===== src/rtl/ffba_pkg.sv =====
// ----------------------------------------------------------------------------
// ffba_pkg
// Shared constants and types for the first-fit bin allocator.
// ----------------------------------------------------------------------------
package ffba_pkg;

  localparam int unsigned MaxBinsDef = 16;

  localparam int unsigned SizeW  = 6;
  localparam int unsigned LoadW  = 6;
  localparam int unsigned IndexW = 4;
  localparam int unsigned RegW   = 5;
  localparam int unsigned AddrW  = 4;
  localparam int unsigned DataW  = 32;

  localparam logic [LoadW-1:0] CapSmall  = 6'd10;
  localparam logic [LoadW-1:0] CapMedium = 6'd32;
  localparam logic [LoadW-1:0] CapLarge  = 6'd40;

  typedef enum logic [1:0] {
    RegBinCount  = 2'd0,
    RegSmallEnd  = 2'd1,
    RegMediumEnd = 2'd2,
    RegNone      = 2'd3
  } reg_idx_e;

  typedef enum logic {
    StIdle,
    StScan
  } state_e;

endpackage


===== src/rtl/ffba_ram.sv =====
// ----------------------------------------------------------------------------
// ffba_ram
// Generic single-write, single-read RAM with registered read data.
// ----------------------------------------------------------------------------
module ffba_ram #(
  parameter int unsigned Width = 8,
  parameter int unsigned Depth = 16
) (
  input  logic                                   clk_i,
  input  logic                                   we_i,
  input  logic [(Depth > 1 ? $clog2(Depth) : 1)-1:0] waddr_i,
  input  logic [Width-1:0]                       wdata_i,
  input  logic [(Depth > 1 ? $clog2(Depth) : 1)-1:0] raddr_i,
  output logic [Width-1:0]                       rdata_o
);

  logic [Width-1:0] mem_q [Depth];

  always_ff @(posedge clk_i) begin
    if (we_i) begin
      mem_q[waddr_i] <= wdata_i;
    end
    rdata_o <= mem_q[raddr_i];
  end

endmodule


===== src/rtl/first_fit_bin_allocator.sv =====
// ----------------------------------------------------------------------------
// first_fit_bin_allocator
// First-fit placement of sized requests over a row of bins with three
// capacity classes, loads held in a RAM and scanned one bin per cycle.
// With a bin count of zero the miss is registered with no scan; else bins
//   are scanned from bin 0 until a fit or min(bin count, MAX_BINS) bins.
// A new request is not taken during a scan; the next start is taken at the
//   edge that ends the result cycle. The scan pace is set by the single RAM
//   read port and the shared fit compare visiting one bin per cycle.
// Reset: async active low; clears valid bits, config and control registers.
// Results are strobed on done_o for one cycle; the receiver cannot stall.
// ----------------------------------------------------------------------------
module first_fit_bin_allocator #(
  parameter int unsigned MAX_BINS = ffba_pkg::MaxBinsDef
) (
  input  logic                         clk_i,
  input  logic                         rst_ni,
  input  logic                         psel,
  input  logic                         penable,
  input  logic                         pwrite,
  input  logic [ffba_pkg::AddrW-1:0]   paddr,
  input  logic [ffba_pkg::DataW-1:0]   pwdata,
  output logic [ffba_pkg::DataW-1:0]   prdata,
  output logic                         pready,
  input  logic                         start_i,
  input  logic [ffba_pkg::SizeW-1:0]   request_size_i,
  output logic                         busy_o,
  output logic                         done_o,
  output logic                         placed_o,
  output logic [ffba_pkg::IndexW-1:0]  bin_index_o,
  output logic [ffba_pkg::LoadW-1:0]   bin_load_o
);
  import ffba_pkg::*;

  localparam int unsigned IdxW = (MAX_BINS > 1) ? $clog2(MAX_BINS) : 1;
  localparam int unsigned CntW = $clog2(MAX_BINS + 1);
  localparam int unsigned CmpW = (CntW > RegW) ? CntW : RegW;

  // configuration
  logic [RegW-1:0] bin_count_q, small_end_q, medium_end_q;
  reg_idx_e        reg_sel;
  logic            cfg_wr;

  assign reg_sel = reg_idx_e'(paddr[3:2]);
  assign cfg_wr  = psel && penable && pwrite && pready;
  assign pready  = 1'b1;

  always_ff @(posedge clk_i or negedge rst_ni) begin
    if (!rst_ni) begin
      bin_count_q  <= '0;
      small_end_q  <= '0;
      medium_end_q <= '0;
    end else if (cfg_wr) begin
      unique case (reg_sel)
        RegBinCount:  bin_count_q  <= pwdata[RegW-1:0];
        RegSmallEnd:  small_end_q  <= pwdata[RegW-1:0];
        RegMediumEnd: medium_end_q <= pwdata[RegW-1:0];
        default: ;
      endcase
    end
  end

  always_comb begin
    prdata = '0;
    unique case (reg_sel)
      RegBinCount:  prdata[RegW-1:0] = bin_count_q;
      RegSmallEnd:  prdata[RegW-1:0] = small_end_q;
      RegMediumEnd: prdata[RegW-1:0] = medium_end_q;
      default:      prdata = '0;
    endcase
  end

  // sequencer
  state_e          state_q, state_d;
  logic [IdxW-1:0] idx_q;
  logic [CntW-1:0] lim_q;
  logic [SizeW-1:0] size_q;
  logic [MAX_BINS-1:0] valid_q;

  logic            accept;
  logic [CmpW-1:0] cnt_ext, lim_new;
  logic [CmpW-1:0] idx_ext;
  logic [CntW-1:0] idx_nxt_cnt;
  logic            last_bin;
  logic [LoadW-1:0] rd_data, load_cur, cap_cur;
  logic [LoadW:0]  sum;
  logic            fit;
  logic [IdxW-1:0] rd_addr;
  logic            wr_en;
  logic [IdxW+IndexW-1:0] idx_wide;

  assign accept  = start_i && (state_q == StIdle);
  assign cnt_ext = CmpW'(bin_count_q);
  assign lim_new = (cnt_ext > CmpW'(MAX_BINS)) ? CmpW'(MAX_BINS) : cnt_ext;

  assign idx_ext     = CmpW'(idx_q);
  assign idx_nxt_cnt = CntW'(idx_q) + CntW'(1);
  assign last_bin    = (idx_nxt_cnt == lim_q);

  assign load_cur = valid_q[idx_q] ? rd_data : '0;
  assign cap_cur  = (idx_ext < CmpW'(small_end_q))  ? CapSmall  :
                    (idx_ext < CmpW'(medium_end_q)) ? CapMedium : CapLarge;
  assign sum      = {1'b0, load_cur} + {1'b0, size_q};
  assign fit      = (sum <= {1'b0, cap_cur});
  assign wr_en    = (state_q == StScan) && fit;
  assign idx_wide = {{IndexW{1'b0}}, idx_q};

  always_comb begin
    state_d = state_q;
    unique case (state_q)
      StIdle: if (start_i && (lim_new != '0)) state_d = StScan;
      StScan: if (fit || last_bin) state_d = StIdle;
      default: state_d = StIdle;
    endcase
  end

  always_comb begin
    busy_o  = 1'b0;
    rd_addr = '0;
    unique case (state_q)
      StIdle: begin
        busy_o  = 1'b0;
        rd_addr = '0;
      end
      StScan: begin
        busy_o  = 1'b1;
        rd_addr = IdxW'(idx_nxt_cnt);
      end
      default: ;
    endcase
  end

  always_ff @(posedge clk_i or negedge rst_ni) begin
    if (!rst_ni) begin
      state_q     <= StIdle;
      idx_q       <= '0;
      lim_q       <= '0;
      valid_q     <= '0;
      done_o      <= 1'b0;
      placed_o    <= 1'b0;
      bin_index_o <= '0;
      bin_load_o  <= '0;
    end else begin
      state_q <= state_d;
      done_o  <= 1'b0;
      if (accept) begin
        idx_q <= '0;
        lim_q <= CntW'(lim_new);
        if (lim_new == '0) begin
          done_o      <= 1'b1;
          placed_o    <= 1'b0;
          bin_index_o <= '0;
          bin_load_o  <= '0;
        end
      end else if (state_q == StScan) begin
        idx_q <= IdxW'(idx_nxt_cnt);
        if (fit) begin
          valid_q[idx_q] <= 1'b1;
          done_o         <= 1'b1;
          placed_o       <= 1'b1;
          bin_index_o    <= idx_wide[IndexW-1:0];
          bin_load_o     <= sum[LoadW-1:0];
        end else if (last_bin) begin
          done_o      <= 1'b1;
          placed_o    <= 1'b0;
          bin_index_o <= '0;
          bin_load_o  <= '0;
        end
      end
    end
  end

  always_ff @(posedge clk_i) begin
    if (accept) begin
      size_q <= request_size_i;
    end
  end

  ffba_ram #(
    .Width(LoadW),
    .Depth(MAX_BINS)
  ) u_load_ram (
    .clk_i  (clk_i),
    .we_i   (wr_en),
    .waddr_i(idx_q),
    .wdata_i(sum[LoadW-1:0]),
    .raddr_i(rd_addr),
    .rdata_o(rd_data)
  );

endmodule


===== config.mk =====
export PLATFORM = sky130hd
export DESIGN_NAME = first_fit_bin_allocator
export DESIGN_NICKNAME = d
export VERILOG_FILES = /design/src/rtl/ffba_pkg.sv /design/src/rtl/ffba_ram.sv /design/src/rtl/first_fit_bin_allocator.sv
export SDC_FILE = /design/constraint.sdc
export NUM_CORES = 1
export LEC_CHECK = 0
export BUFFER_PORTS_ARGS = -buffer_cell sky130_fd_sc_hd__buf_2
export CORE_UTILIZATION = 58
export DETAILED_ROUTE_END_ITERATION = 16
export GPL_TIMING_DRIVEN = 0
export PLACE_DENSITY = 0.8
export SLEW_MARGIN = 20
export SYNTH_ARGS = -nofsm -noshare
export SYNTH_HDL_FRONTEND = slang
export SYNTH_SLANG_ARGS = --single-unit

===== constraint.sdc =====
create_clock -name clk_i -period 6.4 [get_ports clk_i]
set_input_delay 1.28 -clock clk_i [delete_from_list [all_inputs] [get_ports clk_i]]
set_output_delay 1.28 -clock clk_i [all_outputs]
set_load 0.005 [all_outputs]

**Yosys cells after proc, flatten, opt, wreduce, memory -nomap -nowiden**

Memories as Yosys holds them, arrays and structs flattened. A register that Yosys moved wholly into a read port is not among the register bits.
Index checks and enable logic that the tools add are counted.

- Memories: 1
- Register bits after elaboration: 59
- Output and inout bits: 46
- Bits in writable memories: 96

Memory list:

| name | depth | bits a word | rd ports | clocked after Yosys merged registers in | wr ports | line | text |
|---|---|---|---|---|---|---|---|
| u_load_ram.mem_q | 16 | 6 | 1 | 1 | 1 | ffba_ram.sv:17 | `logic [Width-1:0] mem_q [Depth];` |

- Equality and inequality tests: 4
- Reduce and logical (&&, ||, !) cells: 17
- Order comparisons: 6
- $add $sub $neg: 2
- Bitwise gates (word level): 3
- Multiplexer cells: 38

Operators with widths:

| kind | count |
|---|---|
| 2-to-1 mux 6 bit | 7 |
| 2-to-1 mux 4 bit | 8 |
| 2-to-1 mux 1 bit | 16 |
| bitwise OR 16 bit | 1 |
| case mux 5 bit (3 select lines) | 1 |
| less-than comparator 4 x 5 -> 1 bit | 2 |
| case mux 4 bit (2 select lines) | 1 |
| adder 6 x 6 -> 7 bit | 1 |
| <= comparator 7 x 6 -> 1 bit | 1 |
| logical AND 1 bit | 6 |
| AND reduction 2 bit | 3 |
| AND reduction 3 bit | 2 |
| adder 4 x 1 -> 5 bit, second input constant | 1 |
| equality test 5 bit | 1 |
| greater-than comparator 5 bit, second input constant | 1 |
| zero test 5 bit | 1 |
| less-than comparator 4 x 5 -> 1 bit, second input constant | 1 |
| 2-to-1 mux 5 bit | 1 |
| nonzero test 5 bit | 1 |
| binary-select mux 1 bit (select 4 bit) | 1 |
| demux 1 bit (select 4 bit) | 1 |
| >= comparator 4 x 1 -> 1 bit, second input constant | 1 |
| case mux 1 bit (2 select lines) | 2 |
| nonzero test 3 bit | 1 |
| 7 further kinds | 8 |

**Longest topological paths before layout**

Gate-level depths: netlist (run 1).

- Word-level depth: 8
- Depth in mapped cells: 18
- Gate-level depth less buffers: 17

**Hierarchy**

A second synthesis (run 1) with hierarchy kept.

- Cell total of the unflattened synthesis: 478
- Area total of the unflattened synthesis: 7,201.9 µm²

By module, submodules not included:

| module | cells each | area each (µm²) | instances |
|---|---|---|---|
| ffba_ram | 178 | 3,895.0 | 1 |
| first_fit_bin_allocator | 300 | 3,306.9 | 1 |

**Worst setup path before layout (run 1)**

Ideal clock, no wire load.

- Path type: reg-to-reg
- From: register idx_q[0]
- To: memory u_load_ram.mem_q[10][0] (netlist bit), enable pin
- Cell stages (with the launch flop): 19
- Period minus slack after synthesis: 4.828 ns
- Buffers on the path: 2
- Data arrival time: 4.508 ns
- Setup slack: 1.572 ns
- Data required time: 6.080 ns
- Setup time: 0.320 ns
- Cells stage by stage: dfrtp_1 buf_2 mux4_2 mux4_2 nand2_1 inv_1 ha_1 a21o_1 a21oi_1 o21bai_1 a21oi_1 xnor2_1 ha_1 a21oi_1 a31o_1 nand3_1 nor3_2 clkbuf_1 and3_1

- Word-level cells in the longest chain between the ends: 8
- Elaborated cells on any way between the ends: 12

Ends and longest elaborated chain:

| element | line | text |
|---|---|---|
| from (decl) | first_fit_bin_allocator.sv:75 | `logic [IdxW-1:0] idx_q;` |
| from (signal assigned) | first_fit_bin_allocator.sv:156 | `idx_q <= IdxW'(idx_nxt_cnt);` |
| binary-select mux 1 bit (select 4 bit) | first_fit_bin_allocator.sv:100 | `assign load_cur = valid_q[idx_q] ? rd_data : '0;` |
| 2-to-1 mux 1 bit (not written as such) | first_fit_bin_allocator.sv:100 |  |
| 2-to-1 mux 6 bit | first_fit_bin_allocator.sv:100 |  |
| adder 6 x 6 -> 7 bit | first_fit_bin_allocator.sv:103 | `assign sum = {1'b0, load_cur} + {1'b0, size_q};` |
| net sum[5] | first_fit_bin_allocator.sv:86 | `logic [LoadW:0] sum;` |
| <= comparator 7 x 6 -> 1 bit | first_fit_bin_allocator.sv:104 | `assign fit = (sum <= {1'b0, cap_cur});` |
| logical AND 1 bit | first_fit_bin_allocator.sv:105 | `assign wr_en = (state_q == StScan) && fit;` |
| 2-to-1 mux 1 bit | ffba_ram.sv:20 | `if (we_i) begin` |
| 2-to-1 mux 1 bit (not written as such) | ffba_ram.sv:21 | `mem_q[waddr_i] <= wdata_i;` |
| to (decl) | ffba_ram.sv:17 |  |

The timed path passes the listed nets, and every way through them passes these cells. The select of a mux whose other input is x is not followed.

**Worst setup path after layout (run 1)**

- From: register idx_q[0]
- To: memory u_load_ram.mem_q[4][3] (netlist bit), enable pin

Same word-level chain as after synthesis.

==> impl_metrics.yaml, run 1 <==
status:
  status: "completed"
timing:
  slew_headroom: 0.362
  hold_ws_ns: 0.471
  finalClockSkew_ns: 0.00938
  setup_tns_ns: 0
  rsz0062_at_grt: "no"
  worstMarginPinSlew_ns: 0.953
  min_period_over_period: 0.934
  fin_ws_ns: 0.424
  final_max_slew_viol_count: 0
  post-route-min-period_ns: 5.98
  setup_viol: 0
  hold_viol: 0
  fmax_mhz: 167
clocking:
  cts_buffers: 17
  cts_sinks: 161
  clkTransAtPathRegs_ns: 0.06
  cts-hold-fix-buffers: 0
  insertion_delay_ns: 0.43
  cts_setup_buffers: 0
  root_buffer: "clkbuf_16"
  clk_path_buf_depth: 2
  cts_tree: "yes"
  cts_resized: 0
  h-tree-depth: 4
synthesis:
  yosysWarnings: 0
  async_flop_share: 0.329
  synth_top_flop_cell: "edfxtp_1"
  ys_seq_area_frac: 0.619
  synth_cell_type_count: 52
  syn_area_um2: 7280
  synth-seq-cells: 161
  synth_edf_count: 102
  synth_top_area_share: 0.421
  syn_area_per_cell_um2: 14.5
  synth.area.top_cells: "edfxtp_1, dfrtp_1, mux4_2, ha_1, buf_4"
  syn_inst: 502
  yosysTopAreaCell: "edfxtp_1"
detailed_routing:
  drc_errors: 0
  ant_nets: 0
  routed_wl_mm: 14.9
  dr.pass1.iters: 5
  routedWlPerCell_um: 19.5
  num_vias: 4448
  vias_per_cell: 5.83
  dr.first_iter.drc_count: 405
die:
  io_pins: 94
  initial_core_util: 0.601
  die_area_um2: 13000
  fp.dieW_um: 114
  rows: 40
  die_h_um: 114
  core_um2: 12100
grt:
  grt_first_pass_wirelength_mm: 23.9
  antenna_found_initial: 0
  grtUsageTotal: 0.253
  grt_util_met2: 0.395
  top_usage_layer: "met2"
  overflow: 0
  grt_max_degree: 54
  met3_usage: 0.0627
  grt_pass1_vias: 4429
  grtUsageMet1: 0.350
cells_and_area:
  drive_gt1_frac: 0.220
  antenna_cells: 0
  fin_util: 0.687
  fin_nets: 650
  final_cell_mix: "edfxtp_1, dfrtp_1, buf_2, buf_4, conb_1"
  fillers: 837
  area_growth_pct: 14.3
  layout_commonest_cell: "edfxtp_1"
worst_hold_path:
  hold_class: "reg -> reg"
  holdPathStages: 1
  min_to: "valid_q[1]"
  min-delay-start: "valid_q[1]"
placed_design:
  dp_hpwl_mm: 10.3
  place_congestion: 0.870
  pre_cts_ws_ns: 0.530
  port_buffers: 35
pwr:
  finalPower_mw: 5.10
  vdd_drop_max_mv: 0.417
  p_leak_nw: 3.48
  powerDensity_nw_per_um2: 614
setup_path:
  arrival_ns: 6.07
  r2r_cells: 16
  end_kind: "flop"
  critical_path_class: "reg -> reg"
  crit_path_start_kind: "flop"
  crit_fanout: 18
  r2r_slack_ns: 0.42
  crit_required_ns: 6.50
  rr_endpoint: "u_load_ram.mem_q[4][3]"
  worstReg2RegStart: "idx_q[0]"
job:
  maxCapViolations: 0
report_power, final:
group / switching (mW) / leakage, nW / internal [mW] / total, mW
logic: 1.51 / 1.59 / 0.861 / 2.37
registers: 0.115 / 1.65 / 1.72 / 1.83
clock network: 0.408 / 0.241 / 0.496 / 0.903
final cells by class:
type | instances | area (um2) | share of cell area
Sequential cell | 161 | 4510 | 0.542
Multi-Input combinational cell | 301 | 2530 | 0.304
Clock buffer | 20 | 437 | 0.0525
Buffer | 50 | 310 | 0.0373
Tap cell | 168 | 210 | 0.0253
Timing Repair Buffer | 35 | 178 | 0.0214
Clock inverter | 12 | 86.3 | 0.0104
Inverter | 16 | 60.1 | 0.00722
worst max path at each step:
stage | start | endpoint
floorplan | idx_q[0] | u_load_ram.mem_q[10][0]
global placement | idx_q[0] | u_load_ram.mem_q[5][3]
detailed placement | idx_q[0] | u_load_ram.mem_q[4][3]
CTS | idx_q[0] | u_load_ram.mem_q[4][3]
global route | idx_q[0] | u_load_ram.mem_q[4][1]
finish | idx_q[0] | u_load_ram.mem_q[4][3]
worst max-delay path, cell delays in order, from the launching register on:
cell and delay [ns]:
dfrtp_1 0.49, buf_2 0.39, mux4_2 0.57, mux4_2 0.57, and2_1 0.21, ha_1 0.34
a21oi_1 0.14, o21bai_1 0.15, a21oi_1 0.11, xnor2_2 0.72, ha_1 0.41, a21oi_1 0.14
a31o_1 0.11, nand3_1 0.14, nor3_2 0.27, clkbuf_1 0.39, and3_1 0.46
registers in the layout (all words and copies together) (netlist names), 4 cells and up:
signal and cells:
medium_end_q 5, small_end_q 5, idx_q 4, u_load_ram.mem_q 96
bin_load_o 6, u_load_ram.rdata_o 6, bin_index_o 4, lim_q 5
size_q 6, valid_q 16, bin_count_q 5
synthesized netlist by cell type (all sizes together) (7+ instances only):
library cell  number
o22ai              7
clkbuf            14
a21oi              7
a31o              17
xnor2              7
and2               7
mux4              22
and3              19
inv               16
dfrtp             53
mux2i             18
nor3b             12
mux2              14
nand2             27
o21ai             21
nor2              12
edfxtp           102
buf               36
ha                19
a221o              7
through the flow:
| stage | instances | instance area (um2) |
|---|---|---|
| after floorplan | 528 | 7380 |
| after global placement | 731 | 7760 |
| after detailed placement | 731 | 7790 |
| after CTS | 763 | 8320 |
| after global routing | 763 | 8320 |
| final | 763 | 8320 |
logic make-up after synthesis:
family / synth area share
flops: 0.619
simple gates: 0.0763
compound gates: 0.0906
buf+inv: 0.0509
mux: 0.114
fa+ha+maj: 0.0354
xor+xnor: 0.0119
other cells: 0.00103
metal layers:
metal  part of all wire  wire (um)
met5                  0          0
met4              0.017        249
met3              0.059        882
met2               0.48       7100
met1               0.45       6660
(Power assumes the default switching activity.)
==> run 2: changes to the inputs <==
--- a/config.mk
+++ b/config.mk
@@ -13,4 +13,5 @@
 export SLEW_MARGIN = 20
 export SYNTH_ARGS = -nofsm -noshare
 export SYNTH_HDL_FRONTEND = slang
+export SYNTH_HIERARCHICAL = 1
 export SYNTH_SLANG_ARGS = --single-unit
==> run 2 against run 1 <==
  * Clock power increased by 18%
  * Hold slack got worse by 0.0023 ns
  * Global-route usage increased by 0.13 points
  * Clock skew increased by 0.0058 ns
  * Sequential cell count unchanged
  * Synthesized area decreased by 1.1%
  * Utilization increased by 1.6 points
  * Setup slack got worse by 0.12 ns
  * Count of clock-buffer cells in the layout increased by 2
  * Highest routed layer unchanged
==> impl_metrics.yaml, run 2 <==
status:
  status: "completed"
timing:
  final_max_slew_viol_count: 0
  fin_ws_ns: 0.299
  fmax_mhz: 164
  slew_headroom: 0.343
  hold_ws_ns: 0.469
  worstMarginPinSlew_ns: 0.981
  finalClockSkew_ns: 0.0152
  min_period_over_period: 0.953
  hold_viol: 0
  setup_viol: 0
  post-route-min-period_ns: 6.10
  rsz0062_at_grt: "no"
setup_path:
  crit_required_ns: 6.54
  arrival_ns: 6.24
  crit_path_start_kind: "flop"
  slowest_stage: "or3b_2"
  critical_path_class: "reg -> reg"
  slowest_delay_ns: 0.60
  critical_path_buf_inv_count: 4
  end_kind: "flop"
  crit_fanout: 13
  crit_chain: "buf_4 -> mux4_2 -> mux4_2 -> nand2_1 -> inv_1 -> ha_1 -> a21o_1 -> a21oi_2 -> o21bai_1 -> a21oi_2 -> xnor2_4 -> ha_2 -> a21oi_1 -> a31oi_1 -> a311o_1 -> a2111oi_4 -> buf_6 -> or3b_2 -> nor3_4 -> buf_12"
  cp_top_family: "compound AO/OA/AOI/OAI gates"
cells_and_area:
  drive_gt1_frac: 0.286
  fin_util: 0.703
  regMostFlops: "u_load_ram/mem_q"
  antenna_cells: 0
  stdcell_area_um2: 8480
  final_cell_mix: "edfxtp_1, dfrtp_1, buf_2, buf_4, nand2_1"
  area_growth_pct: 17.8
  biggestRegsByFlops: "u_load_ram/mem_q (96), valid_q (16)"
  fin_nets: 631
  largest_register_ffs: 96
  layout_commonest_cell: "edfxtp_1"
grt:
  top_usage_layer: "met2"
  met3_usage: 0.0627
  grtUsageTotal: 0.254
  grtUsageMet1: 0.337
  grt_util_met2: 0.405
  overflow: 0
  grt_max_degree: 34
  antenna_found_initial: 0
  grt_first_pass_wirelength_mm: 23.5
  grt_pass1_vias: 4306
synthesis:
  synth.area.top_cells: "edfxtp_1, dfrtp_1, mux4_2, mux4_1, ha_1"
  synth_cell_type_count: 49
  synth_top_flop_cell: "edfxtp_1"
  synth_top_area_share: 0.425
  synth_edf_count: 102
  synth_common_cells: "edfxtp_1, dfrtp_1, nand2_1"
  ys_seq_area_frac: 0.626
  syn_inst: 478
  yosysWarnings: 6
  synth-seq-cells: 161
  syn_area_per_cell_um2: 15.1
  yosysMostFrequentCell: "edfxtp_1"
  yosysTopAreaCell: "edfxtp_1"
  async_flop_share: 0.329
  syn_area_um2: 7200
detailed_routing:
  routedWlPerCell_um: 20.1
  num_vias: 4335
  routed_wl_mm: 14.9
  ant_nets: 0
  vias_per_cell: 5.83
  drc_errors: 0
  dr.first_iter.drc_count: 274
  dr.pass1.iters: 7
clocking:
  insertion_delay_ns: 0.43
  cts-hold-fix-buffers: 0
  h-tree-depth: 4
  root_buffer: "clkbuf_16"
  clkTransAtPathRegs_ns: 0.06
  cts_tree: "yes"
  clk_path_buf_depth: 2
  cts_buffers: 17
  cts_sinks: 161
pwr:
  powerDensity_nw_per_um2: 617
  switchingPower_mw: 1.93
  vdd_drop_max_mv: 0.461
  pwr-share-comb: 0.445
  seq_power_share: 0.351
  finalPower_mw: 5.23
  pwr-share-clk: 0.204
  p_leak_nw: 3.45
  intPower_mw: 3.31
  swShare: 0.368
die:
  io_pins: 94
  die_h_um: 113
  rows: 40
  die_area_um2: 12900
  fp.dieW_um: 113
  core_um2: 12100
  initial_core_util: 0.597
placed_design:
  pre_cts_ws_ns: -0.913
  dp_hpwl_mm: 9.75
  port_buffers: 35
  placed_cell_area_um2: 7740
  place_congestion: 0.822
worst_hold_path:
  hold_class: "reg -> reg"
job:
  maxCapViolations: 0
run 2: changes by cell type in the layout (fill, tap and decap cells not counted), sizes merged, moves of 8 or more:
cell	change
nor2	+10
and3	-19
o21bai	+15
mux2i	-13
buf	+9
nor3b	-11
a31o	-17
a22oi	+12
clkbuf	-8
a22o	+10
run 2: layout make-up:
| cell class | count | area, um2 |
|---|---|---|
| Fill cell | 787 | 3580 |
| Buffer | 44 | 325 |
| Multi-Input combinational cell | 280 | 2490 |
| Clock buffer | 22 | 474 |
| Inverter | 19 | 71.3 |
| Sequential cell | 161 | 4510 |
| Clock inverter | 10 | 155 |
| Timing Repair Buffer | 40 | 241 |
| Tap cell | 168 | 210 |
run 2: kinds of logic after synthesis:
family / Yosys count / share of synthesized area
flip-flops: 161 / 0.626
other: 2 / 0.00104
AO/OA/AOI/OAI: 81 / 0.0829
multiplexers: 47 / 0.124
AND/OR/NAND/NOR: 94 / 0.0632
adder cells (fa/ha/maj): 20 / 0.0358
buffers and inverters: 63 / 0.0546
XOR/XNOR: 10 / 0.0122
run 2: worst paths after layout:
kind,startpoint,to,slack [ns],cells past startpoint
worst max-delay path,idx_q[0],u_load_ram/mem_q[0][0],0.30,20
worst min-delay path,valid_q[2],valid_q[2],0.47,1
worst max register to register,idx_q[0],u_load_ram/mem_q[0][0],0.30,20
worst min register to register,valid_q[2],valid_q[2],0.47,1
max in group asynchronous,rst_ni,idx_q[0],5.03,2
min in group asynchronous,rst_ni,bin_count_q[0],0.81,1
run 2: stage by stage:
step,setup TNS (ns),cells
after floorplan,0,504
after global placement,-58.11,707
after detailed placement,-40.43,709
after CTS,0,742
after global routing,0,744
final,0,744
run 2: power groups by stage:
stage / sequential, mW / combinational [mW] / clock [mW]
3_3_place_gp: 1.84 / 1.94 / 0
3_5_place_dp: 1.84 / 2.13 / 0
2_1_floorplan: 1.80 / 1.45 / 0
6_report: 1.84 / 2.33 / 1.07
5_1_grt: 1.86 / 2.52 / 1.12
4_1_cts: 1.84 / 2.26 / 1.07
run 2: per-layer routing:
layer	up-vias	wire [um]
li1	1913	-
met1	2186	6290
met2	209	7310
met3	27	1050
met4	0	278
met5	-	0
run 2: what timing repair did:
item                                   CTS  global route
setup endpoints to repair               96            96
gates resized for setup                 15             6
endpoints found under the hold margin    0             0
buffers inserted                         1             2
pin swaps                                1             2
==> run 3: changes to the inputs <==
--- a/config.mk
+++ b/config.mk
@@ -10,6 +10,7 @@
 export DETAILED_ROUTE_END_ITERATION = 16
 export GPL_TIMING_DRIVEN = 0
 export PLACE_DENSITY = 0.8
+export RECOVER_POWER = 25
 export SLEW_MARGIN = 20
 export SYNTH_ARGS = -nofsm -noshare
 export SYNTH_HDL_FRONTEND = slang
==> run 3 against run 2 <==
  * The run now ends with capacitance limit, slew limit left
  * First-iteration DRC count shrank 4.0%
  * Total power is essentially flat
  * Wire length shrank 0.23%
  * Hold slack is essentially flat
  * Via count shrank 0.53%
  * Combinational power is essentially flat
  * Clock skew shrank 0.00094 ns
  * Die area is the same
  * Maximum frequency shrank 0.98%
  * Sequential share of layout area grew 0.13 points
  * Sequential power is essentially flat
  * Register-to-register slack lost 0.06 ns
  * Critical endpoint unchanged
  * Largest power group unchanged
  * Highest routed layer unchanged
==> impl_metrics.yaml, run 3 (synthesis results as in run 2) <==
status:
  status: "finished with violations"
  violations: "capacitance limit, slew limit"
placed_design:
  dp_hpwl_mm: 9.75
  pre_cts_ws_ns: -0.913
  place_congestion: 0.822
  placed_cell_area_um2: 7740
  port_buffers: 35
timing:
  rsz0062_at_grt: "no"
  setup_viol: 0
  worstMarginPinSlew_ns: 1.74
  fin_ws_ns: 0.239
  final_max_slew_viol_count: 34
  setup_tns_ns: 0
  hold_ws_ns: 0.469
  min_period_over_period: 0.963
  slew_headroom: -0.161
  post-route-min-period_ns: 6.16
  fmax_mhz: 162
  hold_viol: 0
  finalClockSkew_ns: 0.0143
clocking:
  insertion_delay_ns: 0.43
  cts_buffers: 17
  clkTransAtPathRegs_ns: 0.06
  cts_tree: "yes"
  h-tree-depth: 4
  cts_sinks: 161
  clk_path_buf_depth: 2
  root_buffer: "clkbuf_16"
setup_path:
  crit_start: "idx_q[1]"
  critical_path_class: "reg -> reg"
  crit_path_start_kind: "flop"
  crit_fanout: 13
  r2r_slack_ns: 0.24
  end_kind: "flop"
  arrival_ns: 6.30
  r2r_cells: 20
  rr_endpoint: "u_load_ram/mem_q[0][0]"
  worstReg2RegStart: "idx_q[1]"
  crit_required_ns: 6.54
grt:
  met3_usage: 0.0627
  overflow: 0
  top_usage_layer: "met2"
  grtUsageMet1: 0.337
  antenna_found_initial: 0
  grt_max_degree: 34
  grt_pass1_vias: 4306
  grt_util_met2: 0.405
  grtUsageTotal: 0.254
  grt_first_pass_wirelength_mm: 23.5
detailed_routing:
  vias_per_cell: 5.80
  num_vias: 4312
  dr.pass1.iters: 7
  routedWlPerCell_um: 20.0
  ant_nets: 0
  drc_errors: 0
  dr.first_iter.drc_count: 263
  routed_wl_mm: 14.9
cells_and_area:
  layout_commonest_cell: "edfxtp_1"
  largest_register_ffs: 96
  fillers: 790
  stdcell_area_um2: 8460
  regMostFlops: "u_load_ram/mem_q"
  drive_gt1_frac: 0.278
  antenna_cells: 0
  biggestRegsByFlops: "u_load_ram/mem_q (96), valid_q (16)"
  area_growth_pct: 17.5
  fin_nets: 631
  final_cell_mix: "edfxtp_1, dfrtp_1, buf_2, buf_4, nand2_1"
  fin_util: 0.701
die:
  core_um2: 12100
  io_pins: 94
  fp.dieW_um: 113
  initial_core_util: 0.597
  die_h_um: 113
  rows: 40
  die_area_um2: 12900
worst_hold_path:
  min_to: "valid_q[2]"
  holdPathStages: 1
  hold_class: "reg -> reg"
  min-delay-start: "valid_q[2]"
pwr:
  p_leak_nw: 3.43
  vdd_drop_max_mv: 0.457
  powerDensity_nw_per_um2: 618
job:
  maxCapViolations: 1
-- run 3: worst max-delay path by stage --
stage	slack, ns	end	cells past startpoint
floorplan	0.27	u_load_ram/mem_q[0][0]	19
global placement	-1.06	u_load_ram/mem_q[0][0]	19
detailed placement	-0.91	u_load_ram/mem_q[0][0]	19
CTS	0.02	u_load_ram/mem_q[0][1]	19
global route	0.03	u_load_ram/mem_q[0][0]	20
finish	0.24	u_load_ram/mem_q[0][0]	20
-- run 3: critical path: stages, from the launching register on --
cell and delay [ns]:
dfrtp_2 0.57, clkbuf_1 0.44, mux4_2 0.39, mux4_2 0.57, nand2_1 0.16, inv_1 0.06, ha_1 0.28, a21o_1 0.20
a21oi_2 0.22, o21bai_1 0.11, a21oi_2 0.28, xnor2_4 0.16, ha_2 0.33, a21oi_1 0.16, a31oi_1 0.07, a311o_1 0.37
a2111oi_4 0.28, buf_6 0.23, or3b_2 0.60, nor3_4 0.25, buf_12 0.15
-- run 3: area by class of cell --
type,count,area [um2],share of cell area
buffer,44,324,0.0383
timing repair buffer,40,221,0.0262
sequential,161,4510,0.534
inverter,19,71.3,0.00843
multi-input combinational,280,2490,0.294
clock buffer,22,474,0.0560
clock inverter,10,155,0.0183
tap,168,210,0.0248
-- run 3: through the flow --
step | power, mW | instances
2_1_floorplan | 3.25 | 504
3_3_place_gp | 3.78 | 707
5_1_grt | 5.50 | 744
6_report | 5.23 | 744
3_5_place_dp | 3.98 | 709
4_1_cts | 5.17 | 742
-- run 3: timing repair --
action,CTS,global route
pin swaps,1,2
hold buffers,0,0
buffers inserted,1,2
endpoints found under the setup margin,96,96
gates cloned,0,0
gates resized for setup,15,6
-- run 3: routing by layer --
layer,wire (um),share of wire,vias to the layer above
met2,7300,0.49,211
li1,-,-,1916
met4,293,0.020,0
met1,6160,0.41,2158
met5,0,0,-
met3,1140,0.077,27
-- run 3: power breakdown --
group          leakage [nW]  switching (mW)  internal (mW)  total (mW)
registers              1.65           0.132           1.70        1.84
logic                  1.47            1.41          0.920        2.33
clock network         0.314           0.386          0.682        1.07
